`src/rtl/utf8_line_decoder_assert.svh`:
```
// Assertion macros shared by the utf8 line decoder RTL.
// Clocked on clk, disabled while rst is high; no other dependencies.
`ifndef UTF8_LINE_DECODER_ASSERT_SVH
`define UTF8_LINE_DECODER_ASSERT_SVH

`ifndef NO_ASSERTIONS

// combinational property checked every cycle out of reset
`define UTF8LD_ASSERT_NOW(label, prop) \
  label: assert property (@(posedge clk) disable iff (rst) (prop)) \
    else $error("utf8ld assertion failed");

// antecedent this cycle, consequent on the next
`define UTF8LD_ASSERT_NEXT(label, ante, cons) \
  label: assert property (@(posedge clk) disable iff (rst) (ante) |=> (cons)) \
    else $error("utf8ld assertion failed");

`else

`define UTF8LD_ASSERT_NOW(label, prop)
`define UTF8LD_ASSERT_NEXT(label, ante, cons)

`endif

`endif

```
`src/rtl/utf8ld_pkg.sv`:
```
// Types and constants for the utf8 line decoder.
// No dependencies; imported by every RTL module of the block.
package utf8ld_pkg;

  localparam int COUNT_WIDTH = 16;
  localparam int CpW         = 21;
  localparam int OutCntW     = 16;
  localparam int ExtCntW     = (COUNT_WIDTH > OutCntW) ? COUNT_WIDTH : OutCntW;
  localparam int QDepth      = 4;
  localparam int QPtrW       = $clog2(QDepth);
  localparam int QCntW       = $clog2(QDepth + 1);

  localparam logic [7:0] TermReset = 8'h0A;
  localparam logic [7:0] AsciiMax  = 8'h7F;
  localparam logic [7:0] Lead2Min  = 8'hC2;
  localparam logic [7:0] Lead2Max  = 8'hDF;
  localparam logic [7:0] Lead3Min  = 8'hE0;
  localparam logic [7:0] Lead3Max  = 8'hEF;
  localparam logic [7:0] Lead4Min  = 8'hF0;
  localparam logic [7:0] Lead4Max  = 8'hF4;

  typedef enum logic [2:0] {
    ST_CHAR    = 3'd0,
    ST_LINE    = 3'd1,
    ST_BADLEAD = 3'd2,
    ST_TRUNC   = 3'd3,
    ST_EOF     = 3'd4
  } status_t;

  typedef enum logic [2:0] {
    LEAD_BAD = 3'd0,
    LEAD_1   = 3'd1,
    LEAD_2   = 3'd2,
    LEAD_3   = 3'd3,
    LEAD_4   = 3'd4
  } lead_t;

  typedef struct packed {
    logic [7:0] data_byte;
    logic       stream_done;
  } in_item_t;

  typedef struct packed {
    logic [CpW-1:0]     char_value;
    status_t            status;
    logic [OutCntW-1:0] chars_in_line;
  } out_item_t;

  // classified request passed from front to back
  typedef struct packed {
    logic       done;
    logic       is_term;
    lead_t      lead;
    logic [6:0] lead_bits;
    logic [5:0] cont_bits;
  } cls_t;

endpackage

```
`src/rtl/utf8_line_decoder.sv`:
```
// A byte accepted into the request queue is popped from it by the back end, and its result is
// written to the result register. Throughput: one byte per cycle while res_stall is low;
// a four-entry request queue lets input keep flowing while a result waits.
// Reset (synchronous, rst high): queue empty, no result, idle at lead position,
// line count zero, line_terminator back to 0x0A.
// Top level of the utf8 line decoder; depends on utf8ld_pkg, front, queue and back modules.
module utf8_line_decoder (
  input  logic                  clk,
  input  logic                  rst,
  // byte stream in
  input  logic                  src_valid,
  output logic                  src_stall,
  input  utf8ld_pkg::in_item_t  src_item,
  // decoded results out
  output logic                  res_valid,
  input  logic                  res_stall,
  output utf8ld_pkg::out_item_t res_item,
  // line_terminator write port
  input  logic                  cfg_valid,
  output logic                  cfg_ready,
  input  logic [7:0]            cfg_data
);
  import utf8ld_pkg::*;

  cls_t cls;
  cls_t q_head;
  logic q_full;
  logic q_nonempty;
  logic q_pop;
  logic push;

  // register writes always land; the user must write only while the block is idle (not enforced)
  assign cfg_ready = 1'b1;

  // stall only on a full queue, so a pending result never blocks intake directly
  assign src_stall = q_full;
  assign push      = src_valid && !q_full;

  // front: terminator compare and lead-range decode, done once per request
  utf8ld_front u_front (
    .clk       (clk),
    .rst       (rst),
    .cfg_valid (cfg_valid && cfg_ready),
    .cfg_data  (cfg_data),
    .src_item  (src_item),
    .cls       (cls)
  );

  utf8ld_queue u_queue (
    .clk       (clk),
    .rst       (rst),
    .push      (push),
    .push_data (cls),
    .pop       (q_pop),
    .full      (q_full),
    .nonempty  (q_nonempty),
    .head      (q_head)
  );

  // back: continuation accumulation, line count, output register
  utf8ld_back u_back (
    .clk        (clk),
    .rst        (rst),
    .q_nonempty (q_nonempty),
    .q_head     (q_head),
    .q_pop      (q_pop),
    .res_valid  (res_valid),
    .res_stall  (res_stall),
    .res_item   (res_item)
  );

endmodule

```
`src/rtl/utf8ld_front.sv`:
```
// Front end: takes input requests, holds line_terminator, classifies bytes.
// Depends on utf8ld_pkg.
module utf8ld_front (
  input  logic                clk,
  input  logic                rst,
  input  logic                cfg_valid,
  input  logic [7:0]          cfg_data,
  input  utf8ld_pkg::in_item_t src_item,
  output utf8ld_pkg::cls_t    cls
);
  import utf8ld_pkg::*;

  logic [7:0] line_terminator;
  logic [7:0] b;

  always_ff @(posedge clk) begin
    if (rst) begin
      line_terminator <= TermReset;
    end else if (cfg_valid) begin
      line_terminator <= cfg_data;
    end
  end

  assign b = src_item.data_byte;

  always_comb begin
    cls.done      = src_item.stream_done;
    cls.is_term   = (b == line_terminator);
    cls.cont_bits = b[5:0];
    priority if (b <= AsciiMax) begin
      cls.lead      = LEAD_1;
      cls.lead_bits = b[6:0];
    end else if (b >= Lead2Min && b <= Lead2Max) begin
      cls.lead      = LEAD_2;
      cls.lead_bits = {2'b00, b[4:0]};
    end else if (b >= Lead3Min && b <= Lead3Max) begin
      cls.lead      = LEAD_3;
      cls.lead_bits = {3'b000, b[3:0]};
    end else if (b >= Lead4Min && b <= Lead4Max) begin
      cls.lead      = LEAD_4;
      cls.lead_bits = {4'b0000, b[2:0]};
    end else begin
      cls.lead      = LEAD_BAD;
      cls.lead_bits = '0;
    end
  end

endmodule

```
`src/rtl/utf8ld_queue.sv`:
```
// Short FIFO of classified requests between front and back.
// Depends on utf8ld_pkg and utf8_line_decoder_assert.svh.
`include "utf8_line_decoder_assert.svh"

module utf8ld_queue (
  input  logic             clk,
  input  logic             rst,
  input  logic             push,
  input  utf8ld_pkg::cls_t push_data,
  input  logic             pop,
  output logic             full,
  output logic             nonempty,
  output utf8ld_pkg::cls_t head
);
  import utf8ld_pkg::*;

  cls_t             mem [QDepth];
  logic [QPtrW-1:0] wr_ptr;
  logic [QPtrW-1:0] rd_ptr;
  logic [QCntW-1:0] cnt;

  assign full     = (cnt == QCntW'(QDepth));
  assign nonempty = (cnt != '0);
  assign head     = mem[rd_ptr];

  always_ff @(posedge clk) begin
    if (push) begin
      mem[wr_ptr] <= push_data;
    end
  end

  always_ff @(posedge clk) begin
    if (rst) begin
      wr_ptr <= '0;
      rd_ptr <= '0;
      cnt    <= '0;
    end else begin
      if (push) wr_ptr <= wr_ptr + 1'b1;
      if (pop)  rd_ptr <= rd_ptr + 1'b1;
      if (push && !pop) begin
        cnt <= cnt + 1'b1;
      end else if (pop && !push) begin
        cnt <= cnt - 1'b1;
      end
    end
  end

  `UTF8LD_ASSERT_NOW(a_cnt_bound, cnt <= QCntW'(QDepth))
  `UTF8LD_ASSERT_NEXT(a_cnt_grow, push && !pop, cnt == $past(cnt) + 1'b1)

endmodule

```
`src/rtl/utf8ld_back.sv`:
```
// Back end: sequence state, line count and the registered result stage.
// Depends on utf8ld_pkg and utf8_line_decoder_assert.svh.
`include "utf8_line_decoder_assert.svh"

module utf8ld_back (
  input  logic                  clk,
  input  logic                  rst,
  input  logic                  q_nonempty,
  input  utf8ld_pkg::cls_t      q_head,
  output logic                  q_pop,
  output logic                  res_valid,
  input  logic                  res_stall,
  output utf8ld_pkg::out_item_t res_item
);
  import utf8ld_pkg::*;

  localparam logic [COUNT_WIDTH-1:0] CntMax = '1;

  logic [1:0]             rem, rem_next;
  logic [CpW-1:0]         partial, partial_next;
  logic [COUNT_WIDTH-1:0] count, count_next;
  logic [COUNT_WIDTH-1:0] count_inc;
  logic [ExtCntW-1:0]     count_ext;
  logic [ExtCntW-1:0]     inc_ext;
  logic [CpW-1:0]         shifted;
  logic                   take;
  logic                   emit;
  logic                   closing;
  out_item_t              res_next;

  assign take      = !res_valid || !res_stall;
  assign q_pop     = q_nonempty && take;
  assign count_inc = (count != CntMax) ? count + 1'b1 : count;
  assign count_ext = ExtCntW'(count);
  assign inc_ext   = ExtCntW'(count_inc);
  assign shifted   = {partial[CpW-7:0], q_head.cont_bits};

  always_comb begin
    rem_next     = rem;
    partial_next = partial;
    count_next   = count;
    emit         = 1'b0;
    closing      = 1'b0;
    res_next.char_value    = '0;
    res_next.status        = ST_CHAR;
    res_next.chars_in_line = count_ext[OutCntW-1:0];
    priority if (q_head.done) begin
      emit    = 1'b1;
      closing = 1'b1;
      res_next.status = (rem != 2'd0) ? ST_TRUNC : ST_EOF;
    end else if (rem != 2'd0) begin
      rem_next     = rem - 1'b1;
      partial_next = shifted;
      if (rem == 2'd1) begin
        emit         = 1'b1;
        partial_next = '0;
        count_next   = count_inc;
        res_next.char_value    = shifted;
        res_next.chars_in_line = inc_ext[OutCntW-1:0];
      end
    end else if (q_head.is_term) begin
      emit    = 1'b1;
      closing = 1'b1;
      res_next.status = ST_LINE;
    end else begin
      unique case (q_head.lead)
        LEAD_1: begin
          emit       = 1'b1;
          count_next = count_inc;
          res_next.char_value    = CpW'(q_head.lead_bits);
          res_next.chars_in_line = inc_ext[OutCntW-1:0];
        end
        LEAD_2: begin
          rem_next     = 2'd1;
          partial_next = CpW'(q_head.lead_bits);
        end
        LEAD_3: begin
          rem_next     = 2'd2;
          partial_next = CpW'(q_head.lead_bits);
        end
        LEAD_4: begin
          rem_next     = 2'd3;
          partial_next = CpW'(q_head.lead_bits);
        end
        default: begin
          emit    = 1'b1;
          closing = 1'b1;
          res_next.status = ST_BADLEAD;
        end
      endcase
    end
    if (closing) begin
      rem_next     = 2'd0;
      partial_next = '0;
      count_next   = '0;
    end
  end

  always_ff @(posedge clk) begin
    if (rst) begin
      rem       <= 2'd0;
      partial   <= '0;
      count     <= '0;
      res_valid <= 1'b0;
    end else begin
      if (q_pop) begin
        rem     <= rem_next;
        partial <= partial_next;
        count   <= count_next;
      end
      if (take) begin
        res_valid <= q_pop && emit;
      end
    end
  end

  always_ff @(posedge clk) begin
    if (q_pop && emit) begin
      res_item <= res_next;
    end
  end

  `UTF8LD_ASSERT_NOW(a_close_no_cp,
      !res_valid || res_item.status == ST_CHAR || res_item.char_value == '0)
  `UTF8LD_ASSERT_NEXT(a_close_clears, q_pop && closing, count == '0 && rem == 2'd0)

endmodule
```
`config.mk`:
```
export PLATFORM = sky130hd
export DESIGN_NAME = utf8_line_decoder
export DESIGN_NICKNAME = d
export VERILOG_FILES = /design/src/rtl/utf8ld_pkg.sv /design/src/rtl/utf8_line_decoder.sv /design/src/rtl/utf8ld_front.sv /design/src/rtl/utf8ld_queue.sv /design/src/rtl/utf8ld_back.sv
export VERILOG_INCLUDE_DIRS = /design/src /design/src/rtl
export SDC_FILE = /design/constraint.sdc
export NUM_CORES = 1
export LEC_CHECK = 0
export ABC_CLOCK_PERIOD_IN_PS = 6100
export BUFFER_PORTS_ARGS = -buffer_cell sky130_fd_sc_hd__buf_2
export CAP_MARGIN = 15
export CORE_MARGIN = 2
export CORE_UTILIZATION = 52
export CTS_CLUSTER_SIZE = 10
export DETAILED_ROUTE_END_ITERATION = 7
export GPL_TIMING_DRIVEN = 1
export PLACE_DENSITY_LB_ADDON = 0.1
export SLEW_MARGIN = 20
export SYNTH_ARGS = -nofsm -noshare
export SYNTH_HDL_FRONTEND = slang
export SYNTH_SLANG_ARGS = --single-unit
export TNS_END_PERCENT = 100
```
`constraint.sdc`:
```
create_clock -name clk -period 6.1 [get_ports clk]
set_clock_uncertainty 0.2 [all_clocks]
set_input_delay 0.305 -clock clk [delete_from_list [all_inputs] [get_ports clk]]
set_output_delay 0.305 -clock clk [all_outputs]
set_load 0.03 [all_outputs]
```
==> results.json, run 1 <==
{
  "core_sq_um": 13240,
  "area_growth_pct": 17.37,
  "cts_buffers": 17,
  "setup_viol": 0,
  "postRouteWirelength_um": 14100,
  "holdWs_ns": 0.005804,
  "cts.sinks": 163,
  "synthTopCellsByCount": "edfxtp_1, dfxtp_1, nor2_1",
  "cts-root-buf": "clkbuf_16",
  "netlist_area_sq_um": 7047,
  "worst-endpoint-required_ns": 6.08,
  "p_comb_frac": 0.322,
  "syn_avg_cell_area_sq_um": 12.70,
  "ant_nets": 0,
  "clk_latency_ns": 0.44,
  "vias": 4632,
  "clk_pin_slew_ns": 0.06,
  "end_kind": "flop",
  "cp_data_arrival_time_ns": 3.55,
  "max_stage_delay_ns": 0.96,
  "tns_ns": 0,
  "drtIter0Drc": 312,
  "vias_per_cell": 5.635,
  "slowest_stage": "dfxtp_1",
  "period_minus_slack_ns": 3.564,
  "synthMostInstantiatedCell": "edfxtp_1",
  "multi_input_comb_area_sq_um": 2520,
  "synth_cell_types": 64,
  "status": "finished, final reports clean",
  "finalMaxSlewViolations": 0,
  "finalCritPeriodShare": 0.5843,
  "io_buffers": 63,
  "hp-class": "primary input to flop",
  "crit_type": "flop to flop",
  "synth_largest_area_cell": "edfxtp_1",
  "htreeDepth": 4,
  "ys.flop_type": "edfxtp_1",
  "p_switching_mw": 1.406,
  "utilization": 0.6245,
  "start_util": 0.5321,
  "clkPwrFrac": 0.279,
  "total_leakage_power_nw": 2.969,
  "intPower_mw": 2.510,
  "seq_area_sq_um": 4384,
  "overflow": 0,
  "cap_violations": 0,
  "p_sw_frac": 0.3590,
  "crit_fanout": 20,
  "cts_hold_buf": 15,
  "power_density_nw_per_um2": 473.5,
  "grt_max_degree": 41,
  "hold_viol_final": 0,
  "vdd_drop_max_v": 0.0002515,
  "fin_area_sq_um": 8270,
  "fp.dieH_um": 120.4,
  "place_area_sq_um": 7515,
  "synth-seq-cells": 163,
  "gp_congestion": 0.8882,
  "synth_nets": 584,
  "startpoint_type": "flop",
  "die-area_sq_um": 14500,
  "power_frac_seq": 0.399,
  "ys_warn_count": 0,
  "rows": 42,
  "n_antenna_cell": 0,
  "synth_top_cell_area_share": 0.4773,
  "drc": 0,
  "synth_area_leaders": "edfxtp_1, dfxtp_1, mux4_2, and2_1, nor2_1",
  "grt_pass1_wl_um": 22750,
  "wire_per_inst_um": 17.15,
  "dieWidth_um": 120.4,
  "synth-edff-count": 112,
  "drive_above_1_share": 0.2105,
  "crit_chain": "mux4_2, nor4b_2, o211ai_1, or3_1, nor2_1, mux2_2",
  "antenna_found_initial": 0,
  "seq_area_frac_synth": 0.6222,
  "worst_slew_pin_slew_ns": 0.9822,
  "dpl.hpwl_um": 9247,
  "cts_setup_buffers": 0,
  "slew_headroom": 0.3443,
  "cts_tree": "built",
  "synthCells": 555,
  "nets": 662,
  "grt_pass1_vias": 4435,
  "max_freq_mhz": 280.6,
  "pin_count": 65,
  "dr.pass1.iters": 5,
  "grt_setup_unrepaired": "no",
  "grt_usage": 0.2064,
  "cts_resized": 0,
  "async_flop_share": 0,
  "cts_buffer_depth": 2,
  "nFillCells": 1100
}
==> through the flow <==
stage          total power [mW]  cells  setup slack [ns]
2_1_floorplan             2.500    555             2.971
3_3_place_gp              2.825    775             2.633
3_5_place_dp              2.844    775             2.515
4_1_cts                   3.942    822             2.521
5_1_grt                   4.098    822             2.342
6_report                  3.916    822             2.536
==> power groups by stage <==
stage / Combinational, mW / Clock (mW) / Sequential, mW
2_1_floorplan: 0.647 / 0 / 1.85
3_3_place_gp: 1.25 / 0 / 1.58
3_5_place_dp: 1.26 / 0 / 1.59
4_1_cts: 1.27 / 1.11 / 1.57
5_1_grt: 1.36 / 1.15 / 1.59
6_report: 1.26 / 1.09 / 1.56
==> placed cells by master, fill, tap and decap left out, types with 3 or more instances in the layout <==
master and instances:
edfxtp_1 112, buf_2 63, dfxtp_1 51, nor2_1 43
a21oi_1 32, nand2_1 31, and2_1 29, o21ai_0 27
mux4_2 18, nand3_1 17, nor3_1 17, clkbuf_16 17
nand2b_1 15, dlygate4sd3_1 15, mux2i_1 13, xnor2_1 13
a31oi_1 11, a22o_1 9, inv_1 8, ha_1 6
nor2b_1 5, and3_1 5, xor2_1 5, inv_6 5
buf_4 5, o211ai_1 4, or2_2 4, mux2_2 4
nand4_1 4, nor4_1 4, or3_1 3, bufinv_16 3
==> sequential cells by signal, summed over array words and instances, names as in the netlist, named ones only <==
register and cells:
u_back.count 16, u_front.line_terminator 8, u_back.rem 2, u_queue.wr_ptr 2, u_queue.cnt 3, u_back.res_valid 1
u_queue.mem 72, u_back.partial 15, u_back.res_item 40, u_queue.rd_ptr 2
==> cell type report <==
| class | count | area share |
|---|---|---|
| clock inverter | 14 | 0.02133 |
| clock buffer | 18 | 0.05189 |
| tap | 176 | 0.02663 |
| sequential | 163 | 0.5301 |
| timing repair buffer | 83 | 0.06082 |
| multi-input combinational | 358 | 0.3047 |
| inverter | 10 | 0.004539 |
==> worst paths after layout <==
kind	startpoint	endpoint	slack, ns	cells past startpoint
hold reg to reg	u_back.partial[13]	u_back.partial[13]	0.27	2
hold / removal	src_item[5]	u_queue.mem[2][4]	0.006	1
setup / recovery	flop	u_back.res_item[15]	2.54	6
setup reg to reg	flop	u_back.res_item[15]	2.54	6
==> routing by layer <==
metal	track usage	up-vias	part of all wire
met4	0.08576	0	0.017
met5	0	-	0
li1	-	2234	-
met3	0.04906	20	0.055
met1	0.2705	2240	0.44
met2	0.3319	138	0.49
==> kinds of logic (layout without fill, tap and decap cells) <==
logic type      Yosys count  after routing  synth area share
compound gates          109            109            0.1003
xor+xnor                 18             18           0.02237
fa+ha+maj                 7              7           0.01349
buf+inv                  34            125           0.02024
flops                   163            163            0.6222
mux                      35             35           0.08239
other cells               1              1         0.0005322
simple gates            188            188            0.1385
==> critical path: cells and delay by family (launching register included) <==
kind | cells | cell delay (ns)
muxes | 2 | 0.84
DFF | 1 | 0.96
and+or+nand+nor | 3 | 1.06
AOI/OAI and AO/OA | 1 | 0.25
No activity file was read; power rests on OpenSTA's default activity.
==> inputs of run 2 (changes only) <==
--- a/config.mk
+++ b/config.mk
@@ -6,7 +6,7 @@
 export SDC_FILE = /design/constraint.sdc
 export NUM_CORES = 1
 export LEC_CHECK = 0
-export ABC_CLOCK_PERIOD_IN_PS = 6100
+export ABC_CLOCK_PERIOD_IN_PS = 3000
 export BUFFER_PORTS_ARGS = -buffer_cell sky130_fd_sc_hd__buf_2
 export CAP_MARGIN = 15
 export CORE_MARGIN = 2
==> constraint.sdc (replaced) <==
create_clock -name clk -period 3 [get_ports clk]
set_clock_uncertainty 0.2 [all_clocks]
set_input_delay 0.15 -clock clk [delete_from_list [all_inputs] [get_ports clk]]
set_output_delay 0.15 -clock clk [all_outputs]
set_load 0.03 [all_outputs]
==> run 2 against run 1 <==
- first-iteration DRC count is 1.3% lower
- sequential cell count is the same
- via count is 2.8% higher
- wire length grew 4.2%
- sequential power is 100% higher
- non-clock buffer count increased by 39
- hold slack better by 0.011 ns
- critical path depth unchanged
- critical path type unchanged
- critical endpoint unchanged
- largest cell class unchanged
==> results.json, run 2 (same netlist as run 1, synthesis figures left out) <==
{
  "clk_latency_ns": 0.43,
  "ant_nets": 0,
  "area_growth_pct": 22.59,
  "largest_reg_flops": 72,
  "hp-class": "primary input to flop",
  "vias": 4761,
  "grt_max_degree": 41,
  "max_freq_mhz": 345.8,
  "path_delay_family": "simple AND/OR/NAND/NOR gates",
  "drive_above_1_share": 0.2526,
  "fp.dieH_um": 120.4,
  "cts.sinks": 163,
  "grt_pass1_vias": 4662,
  "intPower_mw": 5.246,
  "worst_slew_pin_slew_ns": 0.6466,
  "period_minus_slack_ns": 2.892,
  "worst_slack_ns": 0.1084,
  "dpl.hpwl_um": 9835,
  "utilization": 0.6523,
  "grt_pass1_wl_um": 23940,
  "end_kind": "flop",
  "io_buffers": 63,
  "crit_type": "flop to flop",
  "antenna_found_initial": 0,
  "final_common_cell": "edfxtp_1",
  "grt_usage": 0.2163,
  "cts_tree": "built",
  "start_util": 0.5321,
  "clkPwrFrac": 0.269,
  "n_antenna_cell": 0,
  "drtIter0Drc": 308,
  "vdd_drop_max_v": 0.0005472,
  "gp_congestion": 0.9052,
  "hold_viol_final": 0,
  "power_density_nw_per_um2": 954.6,
  "core_sq_um": 13240,
  "htreeDepth": 4,
  "power_frac_seq": 0.382,
  "rows": 42,
  "cts-root-buf": "clkbuf_16",
  "startpoint_type": "flop",
  "p_comb_frac": 0.349,
  "pin_count": 65,
  "slowest_stage": "mux4_2",
  "postRouteWirelength_um": 14680,
  "dp.cells": 802,
  "dieWidth_um": 120.4,
  "cts_buffer_depth": 2,
  "total_leakage_power_nw": 3.144,
  "max_stage_delay_ns": 0.58,
  "die-area_sq_um": 14500,
  "cp_data_arrival_time_ns": 2.87,
  "p_switching_mw": 3.000,
  "vias_per_cell": 5.530,
  "crit_fanout": 6,
  "cap_violations": 0,
  "drc": 0,
  "wire_per_inst_um": 17.05,
  "layout_common_cells": "edfxtp_1, buf_2, dfxtp_1",
  "crit_chain": "mux4_2, nor4b_4, o211ai_1, or3_1, nor2_1, mux2_2",
  "overflow": 0,
  "clk_pin_slew_ns": 0.07,
  "nFillCells": 1037,
  "slew_headroom": 0.5689,
  "finalCritPeriodShare": 0.9639,
  "status": "finished, final reports clean",
  "crit_buf_inv": 0,
  "finalMaxSlewViolations": 0,
  "dpl_worst_slack_ns": 0.03964,
  "largestRegisters": "u_queue.mem x72, u_back.res_item x40, u_back.count x16",
  "top_register": "u_queue.mem",
  "fin_cells": 861,
  "dr.pass1.iters": 4,
  "cts_buffers": 17,
  "p_sw_frac": 0.3638,
  "setup_viol": 0,
  "worst-endpoint-required_ns": 2.97,
  "nets": 701
}
==> run 2: cell count changes in the layout (fill, tap and decap cells not counted), moves of 2 or more <==
cell / before / now
inv_8: 1 / 4
clkinvlp_4: 0 / 4
buf_4: 5 / 33
dlygate4sd3_1: 15 / 25
clkinv_2: 2 / 0
==> run 2: per-stage QoR <==
stage                     cell area (sq um)  hold WS [ns]  power, mW  setup TNS (ns)
after floorplan                        7067       0.04887      5.115         -0.5617
after global placement                 7745        0.1570      5.973               0
after detailed placement               7745        0.1668      6.021               0
after CTS                              8608      0.002026      8.264               0
after global routing                   8638      0.007805      8.654        -0.01959
final                                  8638       0.01711      8.246               0
==> run 2: path summary, 6_finish.rpt <==
check | startpoint | to | slack [ns] | depth (start not counted)
worst max register to register | flop | u_back.res_item[15] | 0.11 | 6
worst max-delay path | flop | u_back.res_item[15] | 0.11 | 6
worst min-delay path | src_item[7] | u_queue.mem[1][12] | 0.02 | 2
worst min register to register | u_back.partial[14] | u_back.partial[14] | 0.27 | 2
==> run 2: area by class of cell <==
| cell class | instances | area [sq um] | share of cell area |
|---|---|---|---|
| multi-input combinational | 358 | 2545 | 0.2946 |
| timing repair buffer | 122 | 833.3 | 0.09647 |
| clock buffer | 17 | 425.4 | 0.04925 |
| inverter | 10 | 41.29 | 0.004780 |
| sequential | 163 | 4385 | 0.5077 |
| clock inverter | 15 | 187.7 | 0.02173 |
| tap | 176 | 220.2 | 0.02549 |
==> run 2: what timing repair did <==
item	in CTS	in global routing
hold endpoints to repair	53	0
setup buffers	0	2
endpoints found under the setup margin	0	12
hold buffers	25	0
resized for setup	0	3
==> run 2: layer usage <==
metal	wire, um	vias up	track usage
met5	0	-	0
met3	603	18	0.04292
met2	7115	109	0.3457
met1	6730	2326	0.2932
met4	232	0	0.08576
li1	-	2308	-
==> run 2: power by group through the flow <==
stage	clock (mW)	combinational [mW]	sequential, mW
detailed placement	0	2.82	3.20
global placement	0	2.79	3.18
global route	2.35	3.12	3.19
finish	2.22	2.88	3.15
floorplan	0	1.35	3.77
CTS	2.26	2.85	3.15
